`config.mk`:
```
export PLATFORM = sky130hd
export DESIGN_NAME = base64_stream_decoder
export DESIGN_NICKNAME = d
export VERILOG_FILES = /design/src/rtl/bdec_pkg.sv /design/src/rtl/bdec_front.sv /design/src/rtl/bdec_queue.sv /design/src/rtl/bdec_back.sv /design/src/rtl/base64_stream_decoder.sv
export SDC_FILE = /design/constraint.sdc
export NUM_CORES = 1
export LEC_CHECK = 0
export ABC_AREA = 1
export CAP_MARGIN = 30
export CELL_PAD_IN_SITES_DETAIL_PLACEMENT = 1
export CELL_PAD_IN_SITES_GLOBAL_PLACEMENT = 2
export CORE_MARGIN = 10
export CORE_UTILIZATION = 35
export CTS_CLUSTER_SIZE = 10
export DETAILED_ROUTE_END_ITERATION = 16
export DONT_BUFFER_PORTS = 1
export GPL_ROUTABILITY_DRIVEN = 0
export PLACE_DENSITY = 0.76
export SLEW_MARGIN = 30
export SYNTH_ARGS = -nofsm -noshare
export SYNTH_HDL_FRONTEND = slang
export SYNTH_SLANG_ARGS = --single-unit
```
`constraint.sdc`:
```
create_clock -name i_clk -period 2.21 [get_ports i_clk]
set_input_delay 0.221 -clock i_clk [delete_from_list [all_inputs] [get_ports i_clk]]
set_output_delay 0.221 -clock i_clk [all_outputs]
set_load 0.02 [all_outputs]
```
`src/rtl/bdec_pkg.sv`:
```
// ----------------------------------------------------------------------------
// bdec_pkg
// Shared types and constants for the base64 stream decoder.
// ----------------------------------------------------------------------------
`default_nettype none

package bdec_pkg;

    // Depth of the token queue between front and back; a power of two, at least 2
    localparam int BDEC_QUEUE_DEPTH = 4;

    localparam logic [7:0] CHAR_NUL   = 8'h00;
    localparam logic [7:0] CHAR_PAD   = 8'h3d;  // '='
    localparam logic [7:0] CHAR_SPACE = 8'h20;  // ' '
    localparam logic [7:0] CHAR_PLUS  = 8'h2b;  // '+'
    localparam logic [7:0] CHAR_SLASH = 8'h2f;  // '/'

    localparam logic [5:0] SEXTET_PLUS  = 6'd62;
    localparam logic [5:0] SEXTET_SLASH = 6'd63;

    localparam logic [3:0] LOW_NIBBLE_MASK = 4'hf;  // 0x0f
    localparam logic [1:0] LOW_PAIR_MASK   = 2'h3;  // 0x03

    // Token kinds handed from front to back; skipped characters never get one
    typedef enum logic [1:0] {
        TK_SEXTET = 2'd0,
        TK_PAD    = 2'd1,
        TK_END    = 2'd2
    } t_tok_kind;

    typedef struct packed {
        t_tok_kind  kind;
        logic [5:0] sextet;
    } t_token;

    // Position of the next sextet within its group of four
    typedef enum logic [3:0] {
        PH0 = 4'b0001,
        PH1 = 4'b0010,
        PH2 = 4'b0100,
        PH3 = 4'b1000
    } t_phase;

endpackage

`default_nettype wire

```
`src/rtl/bdec_front.sv`:
```
// ----------------------------------------------------------------------------
// bdec_front
// Accepts characters, holds the space-as-plus setting and classifies each
// character into a sextet, pad or end token. Other characters are dropped.
// ----------------------------------------------------------------------------
`default_nettype none

module bdec_front (
    input  wire                  i_clk,
    input  wire                  i_rst_n,
    input  wire                  i_cfg_wr_en,
    input  wire                  i_cfg_wr_data,
    input  wire                  i_char_valid,
    output logic                 o_char_ready,
    input  wire [7:0]            i_char,
    output logic                 o_tok_valid,
    input  wire                  i_tok_ready,
    output bdec_pkg::t_token     o_tok
);
    import bdec_pkg::*;

    logic r_space_plus;
    logic n_space_plus;
    logic w_keep;

    always_comb begin
        n_space_plus = r_space_plus;
        if (i_cfg_wr_en) begin
            n_space_plus = i_cfg_wr_data;
        end
    end

    always_ff @(posedge i_clk) begin
        if (!i_rst_n) begin
            r_space_plus <= 1'b1;
        end else begin
            r_space_plus <= n_space_plus;
        end
    end

    always_comb begin
        o_tok.kind   = TK_SEXTET;
        o_tok.sextet = 6'd0;
        w_keep       = 1'b1;
        if (i_char == CHAR_NUL) begin
            o_tok.kind = TK_END;
        end else if (i_char == CHAR_PAD) begin
            o_tok.kind = TK_PAD;
        end else if (i_char inside {["A":"Z"]}) begin
            o_tok.sextet = 6'(i_char - 8'd65);
        end else if (i_char inside {["a":"z"]}) begin
            o_tok.sextet = 6'(i_char - 8'd71);
        end else if (i_char inside {["0":"9"]}) begin
            o_tok.sextet = 6'(i_char + 8'd4);
        end else if (i_char == CHAR_PLUS || (i_char == CHAR_SPACE && r_space_plus)) begin
            o_tok.sextet = SEXTET_PLUS;
        end else if (i_char == CHAR_SLASH) begin
            o_tok.sextet = SEXTET_SLASH;
        end else begin
            w_keep = 1'b0;
        end
    end

    // Drop skipped characters without waiting on the queue
    assign o_char_ready = i_tok_ready || !w_keep;
    assign o_tok_valid  = i_char_valid && w_keep;

endmodule

`default_nettype wire

```
`src/rtl/bdec_queue.sv`:
```
// ----------------------------------------------------------------------------
// bdec_queue
// Small register queue of tokens between the front and the back.
// ----------------------------------------------------------------------------
`default_nettype none

module bdec_queue #(
    parameter int DEPTH = bdec_pkg::BDEC_QUEUE_DEPTH
) (
    input  wire                  i_clk,
    input  wire                  i_rst_n,
    input  wire                  i_push_valid,
    output logic                 o_push_ready,
    input  bdec_pkg::t_token     i_push_tok,
    output logic                 o_pop_valid,
    input  wire                  i_pop_ready,
    output bdec_pkg::t_token     o_pop_tok
);
    import bdec_pkg::*;

    localparam int AW = $clog2(DEPTH);
    localparam logic [AW:0] FULL_COUNT = (AW + 1)'(DEPTH);

    t_token        r_mem [DEPTH];
    logic [AW-1:0] r_wr_ptr;
    logic [AW-1:0] n_wr_ptr;
    logic [AW-1:0] r_rd_ptr;
    logic [AW-1:0] n_rd_ptr;
    logic [AW:0]   r_count;
    logic [AW:0]   n_count;
    logic          w_push;
    logic          w_pop;

    assign o_push_ready = (r_count != FULL_COUNT);
    assign o_pop_valid  = (r_count != '0);
    assign o_pop_tok    = r_mem[r_rd_ptr];
    assign w_push       = i_push_valid && o_push_ready;
    assign w_pop        = o_pop_valid && i_pop_ready;

    always_comb begin
        n_wr_ptr = r_wr_ptr;
        n_rd_ptr = r_rd_ptr;
        n_count  = r_count;
        if (w_push) begin
            n_wr_ptr = r_wr_ptr + 1'b1;
        end
        if (w_pop) begin
            n_rd_ptr = r_rd_ptr + 1'b1;
        end
        if (w_push && !w_pop) begin
            n_count = r_count + 1'b1;
        end else if (w_pop && !w_push) begin
            n_count = r_count - 1'b1;
        end
    end

    always_ff @(posedge i_clk) begin
        if (!i_rst_n) begin
            r_wr_ptr <= '0;
            r_rd_ptr <= '0;
            r_count  <= '0;
        end else begin
            r_wr_ptr <= n_wr_ptr;
            r_rd_ptr <= n_rd_ptr;
            r_count  <= n_count;
        end
    end

    always_ff @(posedge i_clk) begin
        if (w_push) begin
            r_mem[r_wr_ptr] <= i_push_tok;
        end
    end

    a_count_bound: assert property (@(posedge i_clk) disable iff (!i_rst_n)
        r_count <= FULL_COUNT)
        else $error("queue count beyond depth");

    a_ptr_gap: assert property (@(posedge i_clk) disable iff (!i_rst_n)
        (r_count == '0 || r_count == FULL_COUNT) |-> (r_wr_ptr == r_rd_ptr))
        else $error("queue pointers disagree with count");

endmodule

`default_nettype wire

```
`src/rtl/bdec_back.sv`:
```
// ----------------------------------------------------------------------------
// bdec_back
// Packs sextets into bytes, tracks padding and reports status on the end
// token. Results sit in an output register.
// ----------------------------------------------------------------------------
`default_nettype none

module bdec_back (
    input  wire                  i_clk,
    input  wire                  i_rst_n,
    input  wire                  i_tok_valid,
    output logic                 o_tok_ready,
    input  bdec_pkg::t_token     i_tok,
    output logic                 o_out_valid,
    input  wire                  i_out_ready,
    output logic [7:0]           o_out_byte,
    output logic                 o_out_last,
    output logic                 o_out_status
);
    import bdec_pkg::*;

    t_phase     r_phase;
    t_phase     n_phase;
    logic [7:0] r_partial;
    logic [7:0] n_partial;
    logic       r_pad;
    logic       n_pad;
    logic       r_out_valid;
    logic       n_out_valid;
    logic [7:0] r_out_byte;
    logic [7:0] n_out_byte;
    logic       r_out_last;
    logic       n_out_last;
    logic       r_out_status;
    logic       n_out_status;
    logic       w_pop;
    logic [5:0] w_v;

    assign o_tok_ready  = !r_out_valid || i_out_ready;
    assign w_pop        = i_tok_valid && o_tok_ready;
    assign w_v          = i_tok.sextet;
    assign o_out_valid  = r_out_valid;
    assign o_out_byte   = r_out_byte;
    assign o_out_last   = r_out_last;
    assign o_out_status = r_out_status;

    always_comb begin
        n_phase      = r_phase;
        n_partial    = r_partial;
        n_pad        = r_pad;
        n_out_valid  = r_out_valid && !i_out_ready;
        n_out_byte   = r_out_byte;
        n_out_last   = r_out_last;
        n_out_status = r_out_status;
        if (w_pop) begin
            case (i_tok.kind)
                TK_END: begin
                    n_out_valid  = 1'b1;
                    n_out_byte   = 8'd0;
                    n_out_last   = 1'b1;
                    n_out_status = r_pad && (r_phase == PH0 || r_phase == PH1);
                    n_phase      = PH0;
                    n_partial    = 8'd0;
                    n_pad        = 1'b0;
                end
                TK_PAD: begin
                    n_pad = 1'b1;
                end
                TK_SEXTET: begin
                    // After padding, drop everything up to the end token
                    if (!r_pad) begin
                        n_out_last   = 1'b0;
                        n_out_status = 1'b0;
                        case (r_phase)
                            PH0: begin
                                n_partial = {w_v, 2'b00};
                                n_phase   = PH1;
                            end
                            PH1: begin
                                n_out_valid = 1'b1;
                                n_out_byte  = r_partial | {6'd0, w_v[5:4]};
                                n_partial   = {w_v[3:0] & LOW_NIBBLE_MASK, 4'd0};
                                n_phase     = PH2;
                            end
                            PH2: begin
                                n_out_valid = 1'b1;
                                n_out_byte  = r_partial | {4'd0, w_v[5:2]};
                                n_partial   = {w_v[1:0] & LOW_PAIR_MASK, 6'd0};
                                n_phase     = PH3;
                            end
                            PH3: begin
                                n_out_valid = 1'b1;
                                n_out_byte  = r_partial | {2'd0, w_v};
                                n_partial   = 8'd0;
                                n_phase     = PH0;
                            end
                            default: begin
                                n_phase = PH0;
                            end
                        endcase
                    end
                end
                default: begin
                    n_pad = r_pad;
                end
            endcase
        end
    end

    always_ff @(posedge i_clk) begin
        if (!i_rst_n) begin
            r_phase     <= PH0;
            r_partial   <= 8'd0;
            r_pad       <= 1'b0;
            r_out_valid <= 1'b0;
        end else begin
            r_phase     <= n_phase;
            r_partial   <= n_partial;
            r_pad       <= n_pad;
            r_out_valid <= n_out_valid;
        end
    end

    always_ff @(posedge i_clk) begin
        r_out_byte   <= n_out_byte;
        r_out_last   <= n_out_last;
        r_out_status <= n_out_status;
    end

    a_end_clears: assert property (@(posedge i_clk) disable iff (!i_rst_n)
        (w_pop && i_tok.kind == TK_END) |=> (r_phase == PH0 && !r_pad && r_partial == 8'd0))
        else $error("end token did not clear stream state");

    a_status_on_end: assert property (@(posedge i_clk) disable iff (!i_rst_n)
        (r_out_valid && r_out_status) |-> r_out_last)
        else $error("status raised on a data item");

    a_pad_freezes: assert property (@(posedge i_clk) disable iff (!i_rst_n)
        (w_pop && r_pad && i_tok.kind != TK_END) |=> ($stable(r_phase) && r_pad))
        else $error("state moved after padding");

    a_byte_phase: assert property (@(posedge i_clk) disable iff (!i_rst_n)
        (w_pop && !r_pad && i_tok.kind == TK_SEXTET && r_phase == PH0) |=>
        (r_out_valid == $past(r_out_valid && !i_out_ready)))
        else $error("byte emitted on first sextet of a group");

endmodule

`default_nettype wire

```
`src/rtl/base64_stream_decoder.sv`:
```
// Path: an accepted character is classified combinationally, held as a token in
// the queue, then decoded by the back end into the output register.
// Throughput: one character per cycle, also while a result waits on m_axis_tready;
// the token queue absorbs short output stalls before s_axis_tready drops.
// Reset (i_rst_n low, synchronous): clears group phase, partial byte, pad flag and
// the queue; space_means_plus returns to 1.
// ----------------------------------------------------------------------------
// base64_stream_decoder
// Base64 character stream to byte stream decoder with end-of-string status.
// ----------------------------------------------------------------------------
`default_nettype none

module base64_stream_decoder #(
    parameter int QUEUE_DEPTH = bdec_pkg::BDEC_QUEUE_DEPTH
) (
    input  wire        i_clk,
    input  wire        i_rst_n,
    input  wire        i_cfg_wr_en,
    input  wire        i_cfg_wr_data,   // space_means_plus
    input  wire        s_axis_tvalid,
    output logic       s_axis_tready,
    input  wire [7:0]  s_axis_tdata,    // [7:0] char_in
    output logic       m_axis_tvalid,
    input  wire        m_axis_tready,
    output logic [7:0] m_axis_tdata,    // [7:0] data_byte
    output logic       m_axis_tlast,    // is_end
    output logic       m_axis_tuser     // [0] status
);
    import bdec_pkg::*;

    logic   w_fr_valid;
    logic   w_fr_ready;
    t_token w_fr_tok;
    logic   w_bk_valid;
    logic   w_bk_ready;
    t_token w_bk_tok;

    bdec_front u_front (
        .i_clk         (i_clk),
        .i_rst_n       (i_rst_n),
        .i_cfg_wr_en   (i_cfg_wr_en),
        .i_cfg_wr_data (i_cfg_wr_data),
        .i_char_valid  (s_axis_tvalid),
        .o_char_ready  (s_axis_tready),
        .i_char        (s_axis_tdata),
        .o_tok_valid   (w_fr_valid),
        .i_tok_ready   (w_fr_ready),
        .o_tok         (w_fr_tok)
    );

    bdec_queue #(
        .DEPTH (QUEUE_DEPTH)
    ) u_queue (
        .i_clk        (i_clk),
        .i_rst_n      (i_rst_n),
        .i_push_valid (w_fr_valid),
        .o_push_ready (w_fr_ready),
        .i_push_tok   (w_fr_tok),
        .o_pop_valid  (w_bk_valid),
        .i_pop_ready  (w_bk_ready),
        .o_pop_tok    (w_bk_tok)
    );

    bdec_back u_back (
        .i_clk        (i_clk),
        .i_rst_n      (i_rst_n),
        .i_tok_valid  (w_bk_valid),
        .o_tok_ready  (w_bk_ready),
        .i_tok        (w_bk_tok),
        .o_out_valid  (m_axis_tvalid),
        .i_out_ready  (m_axis_tready),
        .o_out_byte   (m_axis_tdata),
        .o_out_last   (m_axis_tlast),
        .o_out_status (m_axis_tuser)
    );

endmodule

`default_nettype wire

```
**After elaboration in Yosys (flattened, before gate mapping)**

Memory sizes are Yosys's and may differ from the RTL's. A register that Yosys moved wholly into a read port is not among the register bits.
Cells that the tools add are included.

- Output and inout port bits: 12
- Memories: 1
- Bits in writable memories: 32
- Input port bits: 14
- Bits in registers: 32

- Equal/unequal tests: 14
- $lt $le $gt $ge: 6
- Multiplexer cells: 39
- Reductions and logical operators: 31
- Bitwise logic cells: 3
- $add $sub $neg: 7

Memory list:

| memory | words | width | read ports | clocked after Yosys merged registers in | write ports | RTL line | RTL |
|---|---|---|---|---|---|---|---|
| u_queue.r_mem | 4 | 8 | 1 | 1 | 1 | bdec_queue.sv:24 | `t_token r_mem [DEPTH];` |

Operator list:

| cell | count |
|---|---|
| two-way mux 6 bit | 7 |
| == test 8 x 6 -> 1 bit (second input constant) | 4 |
| one-hot mux 8 bit (2 select lines) | 2 |
| one-hot mux 8 bit (4 select lines) | 1 |
| one-hot mux 8 bit (3 select lines) | 1 |
| greater-or-equal comparator 8 x 7 -> 1 bit (second input constant) | 2 |
| <= comparator 8 x 7 -> 1 bit (second input constant) | 2 |
| two-way mux 8 bit | 2 |
| two-way mux 1 bit | 14 |
| one-hot mux 4 bit (3 select lines) | 1 |
| logical AND 1 bit | 11 |
| greater-or-equal comparator 8 x 6 -> 1 bit (second input constant) | 1 |
| <= comparator 8 x 6 -> 1 bit (second input constant) | 1 |
| logical NOT 8 bit | 1 |
| bitwise OR 8 x 2 -> 8 bit | 1 |
| bitwise OR 8 x 4 -> 8 bit | 1 |
| bitwise OR 8 x 6 -> 8 bit | 1 |
| one-hot mux 1 bit (2 select lines) | 4 |
| one-hot mux 4 bit (2 select lines) | 1 |
| AND reduction 4 bit | 2 |
| adder 6 x 3 -> 6 bit (second input constant) | 1 |
| two-way mux 2 bit | 3 |
| two-way mux 3 bit | 2 |
| nonzero test 2 bit | 3 |
| other kinds (23) | 31 |

**Depth between registers and ports, before layout**

- Depth after elaboration: 15
- Depth in mapped cells: 18
- Depth with buffers taken out: 18

**Cells and area by module**

A second synthesis with hierarchy kept.

- Cell total of the unflattened synthesis: 443
- Area, all modules: 3773.6 um^2

By module, submodules not included:

| module | cells each | instances | area each (um^2) | seq. area each (um^2) |
|---|---|---|---|---|
| bdec_queue | 144 | 1 | 1687.9 | 1141.1 |
| bdec_back | 149 | 1 | 1191.1 | 540.5 |
| bdec_front | 150 | 1 | 894.6 | 20.0 |

**Worst setup path after synthesis**

OpenSTA, ideal clock, no wires.

- Path kind: reg-to-reg
- Start: register (tool-made name)
- End: register u_back.r_out_byte[0] (netlist: u_back.o_out_byte[0]), enable pin
- Data arrival time: 2.006 ns
- Slack: -0.120 ns
- Data required time: 1.886 ns
- Stages on the path, launching flop included: 14
- Clock period less this slack: 2.330 ns
- Cells stage by stage: dfxtp_1 -> buf_2 -> inv_2 -> buf_4 -> nand2_1 -> a32oi_1 -> inv_1 -> ha_1 -> buf_6 -> nand2_1 -> inv_1 -> nor3_4 -> nand2_2 -> inv_1

RTL lines:

| what | RTL line | RTL |
|---|---|---|
| end signal, assigned | bdec_back.sv:125 | `r_out_byte <= n_out_byte;` |
| end, declared | bdec_back.sv:30 | `logic [7:0] r_out_byte;` |

==> flow_summary.toml <==
[floorplan]
start_util_pct = 35.49
die_w_microns = 121.9
coreArea_sq_um = 10230
die_h_microns = 121.9
row_count = 37
ioPinCount = 26
die_area_sq_um = 14850

[layout]
n_fill_cell = 1230
drive_gt1_share_pct = 20.76
syn2layout_area_growth_pct = 17.64
final_cells = 608
design_area_sq_um = 4272
layout.nets = 499
fin_util_pct = 41.75
multi_input_area_sq_um = 1664
diodes = 0
regArea_sq_um = 1703

[sta]
fin_ws_ns = 0.1818
finalCritPeriodShare_pct = 91.78
fin_skew_ns = 0.01156
setup_viol = 0
slew_headroom_pct = 69.64
max_freq_ghz = 0.4930
fin_crit_ns = 2.028
tightest_slew_ns = 0.4513
drv_slew = 0
timing.hold.ws_ns = 0.01867
final_hold_viol_count = 0
tns_ns = 0

[hold_path]
min_from = "i_rst_n"
hp-class = "in2reg"

[synth]
synth_cell_types = 41
syn-cell-area_sq_um = 3631
synth_seq_area_share_pct = 46.86
synth_top_area_share_pct = 34.73
synth_edf_count = 42
netlist_top_cells_area = "edfxtp_1 35%, dfxtp_1 12%, nand2_1 10%"
async_flop_share_pct = 0
synthCells = 429
syn-num-nets = 461
avgSynthCellArea_sq_um = 8.464
synth.most_common_cell = "nand2_1"
yosysTopAreaCell = "edfxtp_1"
yosys_most_used_dff = "edfxtp_1"
netlist_top_cells_count = "97 x nand2_1, 52 x inv_1, 42 x edfxtp_1"
synth_warnings = 0
synth-seq-cells = 64

[detailed_routing]
first_iter_violations = 94
avgRoutedWirePerCell_microns = 14.45
wl_mm = 8.788
vias = 2864
drc = 0
drtPass1Iterations = 4
drtAntennaViolNets = 0
avgViaCountPerCell = 4.711

[setup_path]
r2r_cells = 10
r2r_setup_slack_ns = 0.18
critical_path_arrival_ns = 2.06
crit_end = "u_back.o_out_byte[4]$_SDFFCE_PN0P_"
worstSetupPathType = "reg2reg"
cp_max_fo = 8
start_kind = "register"
end_kind = "register"
r2r-end = "u_back.o_out_byte[4]$_SDFFCE_PN0P_"
cp.required_ns = 2.24

[cts]
htree_num_levels = 3
clk_latency_ns = 0.34
cts_sinks = 64
cts.clk_slew.worst_paths_ns = 0.08
cts_buffers = 9
cts_max_path_buffers = 2
root_buffer = "clkbuf_8"
cts_tree = "done"

[placement]
dp_cells = 586
post_dp_cell_area_sq_um = 3975
portBuffers = 0
place_ws_ns = -0.02826
dp_hpwl_mm = 7.068

[global_routing]
antenna_found_initial = 0
grt.overflow.total = 0
grt_pass1_wl_mm = 14.56
grt_max_degree = 15
grt_usage_pct = 12.32
grt_pass1_vias = 2958

[status]
outcome = "completed"

[power_and_ir_drop]
power_density_nw_per_um2 = 1109
leakage_nw = 1.873
total_power_mw = 4.739
vdd_drop_max_mv = 0.4359

[run]
max-cap-violations = 0
## cell families (layout without fill, tap and decap cells)
logic type	count (synthesis)	in the layout	share of synthesized area, %
AOI/OAI and AO/OA	69	69	10.92
DFF	64	64	46.86
adders and majority gates	18	18	6.409
and+or+nand+nor	201	201	26.53
buffers and inverters	72	115	8.063
xor gates and xnor gates	5	5	1.206
## worst min path at each step
| stage | endpoint | depth (start not counted) |
|---|---|---|
| after detailed placement | u_front.r_space_plus$_SDFFE_PN1P_ | 1 |
| final | u_queue.r_count[2]$_SDFFE_PN0P_ | 2 |
| after CTS | u_queue.r_count[2]$_SDFFE_PN0P_ | 2 |
| after global routing | u_queue.r_count[2]$_SDFFE_PN0P_ | 2 |
| after floorplan | u_front.r_space_plus$_SDFFE_PN1P_ | 1 |
| after global placement | u_back.r_phase[0]$_SDFFE_PN1P_ | 1 |
## per-layer routing
metal,global-route usage [%],routed length [microns],up-vias,part of all wire (%)
met4,4.247,101,0,1.1
met1,13.83,3862,1347,44
met3,2.636,204,8,2.3
met5,0,0,-,0
met2,22.44,4621,27,53
li1,-,-,1482,-
## report_power, final
group          internal, mW  switching (mW)  total (mW)
combinational         0.635            1.17        1.81
sequential             1.56           0.260        1.82
clock                 0.641           0.467        1.11
total                  2.84            1.90        4.74
## final cells by class
class	count	area share (%)
Timing Repair Buffer	34	6.151
Multi-Input combinational cell	293	38.96
Tap cell	136	3.984
Clock inverter	6	2.138
Clock buffer	10	2.988
Inverter	65	5.917
Sequential cell	64	39.87
## critical path, stage by stage, from the launching register on
cell,delay [ns]
dfxtp_2,0.36
inv_2,0.08
nand2_1,0.07
a32oi_2,0.21
inv_1,0.10
ha_1,0.22
nand2_1,0.07
inv_1,0.06
nor3_4,0.26
nand2_2,0.13
inv_2,0.17
## cells in the final DEF, fill, tap and decap left out, drive strengths merged
cell type and count:
xor2 4, edfxtp 42, nand2 112, nor2 47, inv 64, o22ai 2, nor3 4, dfxtp 22
o31ai 3, a32oi 2, o21bai 1, a21oi 25, clkbuf 10, nor4 1, clkinvlp 1, o21ai 26
o21a 3, nand3 33, clkinv 4, dlygate4sd3 3, buf 31, xnor2 1, a211oi 1, nand4 3
fa 1, o211ai 5, nand3b 1, a31oi 1, ha 17, bufinv 2
## registers in the layout (all words and copies together) (netlist names), named ones only
signal / cells
u_back.o_out_last: 1
u_back.o_out_byte: 8
u_front.r_space_plus: 1
u_back.r_phase: 4
u_back.r_partial: 6
u_queue.r_wr_ptr: 2
u_queue.r_mem: 32
u_queue.r_count: 3
u_back.o_out_valid: 1
u_back.r_pad: 1
u_queue.r_rd_ptr: 2
u_back.o_out_status: 1
## timing repair
action | 4_1_cts | 5_1_grt
endpoints found under the hold margin | 7 | 0
setup buffers | 0 | 3
resized for setup | 0 | 6
hold buffers | 3 | 0
endpoints found under the setup margin | 0 | 17
(Power assumes the default switching activity.)
